`src/sv/bpra_pkg.sv`:
```
// ----------------------------------------------------------------------------
// bpra_pkg: shared definitions for the bitmap page run allocator
// Result status codes, register indexes, datapath operation codes and the
// command and status bundles passed between controller and datapath.
// ----------------------------------------------------------------------------
`timescale 1ns / 1ps
`default_nettype none

package bpra_pkg;

    localparam int POOL_PAGES_DEFAULT = 4096;
    localparam int MAX_RUN            = 64;
    localparam int PAGE_BYTES         = 4096;
    localparam int PAGE_SHIFT         = $clog2(PAGE_BYTES);
    localparam int ROW_BITS           = 8;
    localparam int ROW_SHIFT          = $clog2(ROW_BITS);

    localparam int COUNT_W = 7;
    localparam int PAGES_W = 13;
    localparam int ADDR_W  = 32;
    localparam int STAT_W  = 2;
    localparam int CFG_IW  = 2;

    localparam logic [PAGES_W-1:0] PAGES_RESET = 13'd3840;
    localparam logic [ADDR_W-1:0]  VBASE_RESET = 32'hC010_0000;
    localparam logic [ADDR_W-1:0]  PBASE_RESET = 32'h0020_0000;

    localparam logic [CFG_IW-1:0] CFG_PAGES_IN_USE = 2'd0;
    localparam logic [CFG_IW-1:0] CFG_VIRTUAL_BASE = 2'd1;
    localparam logic [CFG_IW-1:0] CFG_PHYS_BASE    = 2'd2;

    localparam logic [STAT_W-1:0] ST_OK      = 2'd0;
    localparam logic [STAT_W-1:0] ST_NO_RUN  = 2'd1;
    localparam logic [STAT_W-1:0] ST_NO_PHYS = 2'd2;

    typedef logic [3:0] t_op;

    localparam t_op OP_NONE  = 4'd0;
    localparam t_op OP_CLR   = 4'd1;
    localparam t_op OP_LOAD  = 4'd2;
    localparam t_op OP_VRD0  = 4'd3;
    localparam t_op OP_VSCAN = 4'd4;
    localparam t_op OP_MRD   = 4'd5;
    localparam t_op OP_MWR   = 4'd6;
    localparam t_op OP_PRD   = 4'd7;
    localparam t_op OP_PTAKE = 4'd8;
    localparam t_op OP_PNEXT = 4'd9;
    localparam t_op OP_PFIN  = 4'd10;
    localparam t_op OP_ERRV  = 4'd11;
    localparam t_op OP_ERRP  = 4'd12;

    typedef struct packed {
        t_op op;
    } t_cmd;

    typedef struct packed {
        logic clr_done;
        logic bad_count;
        logic v_found;
        logic v_end;
        logic m_last;
        logic p_end;
        logic p_hit;
        logic last_page;
        logic out_free;
    } t_flags;

endpackage

`default_nettype wire

```
`src/sv/bpra_ctrl.sv`:
```
// ----------------------------------------------------------------------------
// bpra_ctrl: allocator sequencer
// Steps through the clearing pass, the virtual run search, run marking and
// the physical page assignment, issuing at most one datapath op per cycle.
// ----------------------------------------------------------------------------
`timescale 1ns / 1ps
`default_nettype none

module bpra_ctrl (
    input  wire logic            i_clk,
    input  wire logic            i_rst_n,
    input  wire logic            i_valid,
    output logic                 o_stall,
    input  wire bpra_pkg::t_flags i_flags,
    output bpra_pkg::t_cmd       o_cmd
);

    localparam logic [3:0] S_CLR   = 4'd0;
    localparam logic [3:0] S_IDLE  = 4'd1;
    localparam logic [3:0] S_VRD0  = 4'd2;
    localparam logic [3:0] S_VSCAN = 4'd3;
    localparam logic [3:0] S_VERR  = 4'd4;
    localparam logic [3:0] S_MRD   = 4'd5;
    localparam logic [3:0] S_MWR   = 4'd6;
    localparam logic [3:0] S_PRD   = 4'd7;
    localparam logic [3:0] S_PCHK  = 4'd8;
    localparam logic [3:0] S_PFIN  = 4'd9;

    logic [3:0] r_state;
    logic [3:0] n_state;

    always_ff @(posedge i_clk) begin
        if (!i_rst_n) begin
            r_state <= S_CLR;
        end else begin
            r_state <= n_state;
        end
    end

    always_comb begin
        n_state   = r_state;
        o_cmd.op  = bpra_pkg::OP_NONE;
        unique case (r_state)
            S_CLR: begin
                o_cmd.op = bpra_pkg::OP_CLR;
                if (i_flags.clr_done) begin
                    n_state = S_IDLE;
                end
            end
            S_IDLE: begin
                if (i_valid) begin
                    o_cmd.op = bpra_pkg::OP_LOAD;
                    n_state  = S_VRD0;
                end
            end
            S_VRD0: begin
                o_cmd.op = bpra_pkg::OP_VRD0;
                n_state  = i_flags.bad_count ? S_VERR : S_VSCAN;
            end
            S_VSCAN: begin
                o_cmd.op = bpra_pkg::OP_VSCAN;
                if (i_flags.v_found) begin
                    n_state = S_MRD;
                end else if (i_flags.v_end) begin
                    n_state = S_VERR;
                end
            end
            S_VERR: begin
                if (i_flags.out_free) begin
                    o_cmd.op = bpra_pkg::OP_ERRV;
                    n_state  = S_IDLE;
                end
            end
            S_MRD: begin
                o_cmd.op = bpra_pkg::OP_MRD;
                n_state  = S_MWR;
            end
            S_MWR: begin
                o_cmd.op = bpra_pkg::OP_MWR;
                n_state  = i_flags.m_last ? S_PRD : S_MRD;
            end
            S_PRD: begin
                o_cmd.op = bpra_pkg::OP_PRD;
                n_state  = S_PCHK;
            end
            S_PCHK: begin
                if (i_flags.p_end) begin
                    if (i_flags.out_free) begin
                        o_cmd.op = bpra_pkg::OP_ERRP;
                        n_state  = S_IDLE;
                    end
                end else if (i_flags.p_hit) begin
                    if (i_flags.out_free) begin
                        o_cmd.op = bpra_pkg::OP_PTAKE;
                        if (i_flags.last_page) begin
                            n_state = S_PFIN;
                        end
                    end
                end else begin
                    o_cmd.op = bpra_pkg::OP_PNEXT;
                    n_state  = S_PRD;
                end
            end
            S_PFIN: begin
                o_cmd.op = bpra_pkg::OP_PFIN;
                n_state  = S_IDLE;
            end
            default: begin
                n_state = S_CLR;
            end
        endcase
    end

    assign o_stall = (r_state != S_IDLE);

endmodule

`default_nettype wire

```
`config.mk`:
```
export PLATFORM = sky130hd
export DESIGN_NAME = bpra_ctrl
export DESIGN_NICKNAME = d
export VERILOG_FILES = /design/src/sv/bpra_pkg.sv /design/src/sv/bpra_ctrl.sv
export SDC_FILE = /design/constraint.sdc
export NUM_CORES = 1
export LEC_CHECK = 0
export BUFFER_PORTS_ARGS = -buffer_cell sky130_fd_sc_hd__buf_2
export CORE_AREA = 3 3 40 42
export DETAILED_ROUTE_END_ITERATION = 8
export DIE_AREA = 0 0 43 45
export GPL_TIMING_DRIVEN = 0
export PLACE_DENSITY_LB_ADDON = 0.2
export SYNTH_ARGS = -nofsm -noshare
export SYNTH_HDL_FRONTEND = slang
export SYNTH_SLANG_ARGS = --single-unit
```
`constraint.sdc`:
```
create_clock -name i_clk -period 1.8 [get_ports i_clk]
set_input_delay 0.09 -clock i_clk [delete_from_list [all_inputs] [get_ports i_clk]]
set_output_delay 0.09 -clock i_clk [all_outputs]
set_load 0.01 [all_outputs]
```
==> flow_metrics.py <==
metrics = {
    "placed_design": {
        "dp_cells": 102,
        "place_congestion": 0.786,
        "dpl.hpwl_um": 981,
        "dp_slack_ps": 292,
        "port_buffers": 16,
        "place_area_sq_um": 584,
    },
    "sta": {
        "layout_min_cycle_time_ps": 1550,
        "slew_headroom": 0.756,
        "finalSetupViolations": 0,
        "max_freq_mhz": 644,
        "skew_ps": 4.05,
        "finalHoldViolations": 0,
        "worst_hold_slack_ps": 140,
        "min_period_over_period": 0.862,
        "finalSetupTns_ps": 0,
        "setup_ws_ps": 248,
        "worst_pin_slew_ps": 366,
        "maxSlewViolCount": 0,
        "rsz0062_at_grt": "no",
    },
    "floorplan": {
        "io_pins": 17,
        "die_h_um": 45,
        "coreArea_sq_um": 1280,
        "start_util": 0.378,
        "die_w_um": 43,
        "dieArea_sq_um": 1940,
        "num_rows": 13,
    },
    "layout": {
        "drive_gt1_frac": 0.311,
        "top_register": "r_state",
        "finalInstanceArea_sq_um": 607,
        "area_delta_synth_final_pct": 25.0,
        "layout.cells.non_filler": 105,
        "multiInputGateArea_sq_um": 367,
        "final_util": 0.472,
        "diodes": 0,
        "largest_register_ffs": 4,
        "finalNetCount": 104,
        "regArea_sq_um": 80.1,
        "nFillCells": 144,
        "reg_top3": "r_state: 4 flops",
    },
    "setup_path": {
        "cp_common_cell": "buf_2",
        "cp-start-kind": "flop",
        "arrival_ps": 1460,
        "cp.required_ps": 1710,
        "max_stage_delay_ps": 290,
        "cp_max_fo": 10,
        "end_kind": "primary output",
        "path_cells": "buf_2, buf_2, o21ai_0, a21oi_1, a41o_1, buf_2",
        "critical_path_class": "flop to primary output",
        "cp_slowest_cell": "dfxtp_1",
    },
    "grt": {
        "antenna_found_initial": 0,
        "first_global_vias": 522,
        "grt_start_max_net_pins": 11,
        "globalRouteOverflowTotal": 0,
        "track_usage": 0.142,
        "grt_pass1_wl_um": 2140,
    },
    "pwr": {
        "pwr-share-clk": 0.239,
        "leakagePower_nw": 0.281,
        "power_switching_uw": 166,
        "power_uw": 434,
        "intPower_uw": 268,
        "power_density_nw_per_um2": 715,
        "swShare": 0.382,
        "power_frac_seq": 0.257,
        "peakVddDrop_mv": 0.373,
        "power_frac_comb": 0.504,
    },
    "clocking": {
        "clock-sinks": 4,
        "cts_max_level": 1,
        "clk_latency_ps": 230,
        "cts_root_buffer": "clkbuf_4",
        "cts_hold_buf": 0,
        "cts_tree": "built",
        "clk_pin_slew_ps": 40,
        "cts_buffers": 3,
        "post_cts_resized": 0,
        "post_cts.repair.setup_buffers": 0,
        "cts_buffer_depth": 2,
    },
    "logic_synthesis": {
        "synth-main-ff-cell": "dfxtp_1",
        "ys_warn_count": 0,
        "synth_edf_count": 0,
        "yosys.area.top_type": "dfxtp_1",
        "ys_seq_area_frac": 0.165,
        "synth_top_cells_by_count": "10 x o21ai_0, 7 x a21oi_1, 6 x nor2_1",
        "synth_seq_cells": 4,
        "synth.most_common_cell": "o21ai_0",
        "avgSynthCellArea_sq_um": 6.84,
        "yosys.area.top_type_share": 0.165,
        "synth_cell_type_count": 30,
        "synthArstFlopShare": 0,
        "synthesis.nets": 83,
        "syn_inst": 71,
        "netlist_area_sq_um": 485,
        "synth_area_leaders": "dfxtp_1 16%, o21ai_0 10%, a21oi_1 7.2%, nor2b_1 6.4%, nor2_1 4.6%",
    },
    "routing": {
        "drc": 0,
        "antenna_left": 0,
        "drt-pass1-iter-count": 4,
        "num_vias": 553,
        "avgRoutedWirePerCell_um": 11.8,
        "drt_iter0_drc": 4,
        "vias_per_cell": 5.27,
        "wl_um": 1240,
    },
    "status": {
        "status": "finished clean",
    },
    "worst_hold_path": {
        "min_path_type": "primary input to flop",
    },
    "job": {
        "drv_cap": 0,
    },
}
==> worst paths after layout <==
check                               start                 endpoint  slack (ps)  cells past startpoint
setup / recovery  r_state[1]$_SDFFE_PN0P_                 o_cmd[2]         250                      6
hold / removal                    i_rst_n  r_state[0]$_SDFFE_PN0P_         140                      2
setup reg to reg  r_state[0]$_SDFFE_PN0P_  r_state[0]$_SDFFE_PN0P_         290                      4
hold reg to reg   r_state[1]$_SDFFE_PN0P_  r_state[1]$_SDFFE_PN0P_         700                      3
==> placed cells by master, fill, tap and decap left out, types with 3 or more instances in the layout <==
master	netlist	final
buf_2	4	20
inv_1	4	4
clkbuf_4	0	3
nand3_1	3	3
o21ai_0	10	10
dfxtp_1	4	4
nor2b_1	5	5
nor2_1	6	6
nand2_1	5	5
a21oi_1	7	7
==> worst max-delay path, delay by kind of cell, from the launching register on <==
family	cells	cell delay (ps)
DFF	1	290
buffers and inverters	3	490
AOI/OAI and AO/OA	3	450
==> power by group through the flow <==
stage	registers (mW)	logic, mW	clock network (mW)
global route	0.113	0.248	0.122
finish	0.111	0.219	0.104
CTS	0.111	0.220	0.108
global placement	0.112	0.221	0
floorplan	0.108	0.159	0
detailed placement	0.112	0.220	0
==> layout make-up <==
| type | instances | area share |
|---|---|---|
| Sequential cell | 4 | 0.132 |
| Multi-Input combinational cell | 58 | 0.604 |
| Buffer | 5 | 0.0392 |
| Inverter | 4 | 0.0247 |
| Clock buffer | 3 | 0.0371 |
| Timing Repair Buffer | 16 | 0.132 |
| Tap cell | 15 | 0.0309 |
==> logic make-up (layout without fill, tap and decap cells) <==
group	count (synthesis)	in the layout	synth area share
AOI/OAI and AO/OA	30	30	0.400
and+or+nand+nor	27	27	0.333
buffers and inverters	9	28	0.0799
DFF	4	4	0.165
muxes	1	1	0.0232
==> layer usage <==
metal  track usage  up-vias  routed length [um]
li1              -      302                   -
met3        0.0398        0                  57
met4        0.0361        0                   0
met1         0.184      241                 615
met2         0.234       10                 568
met5             0        -                   0
Note: power is estimated with default switching activity, not from simulation.
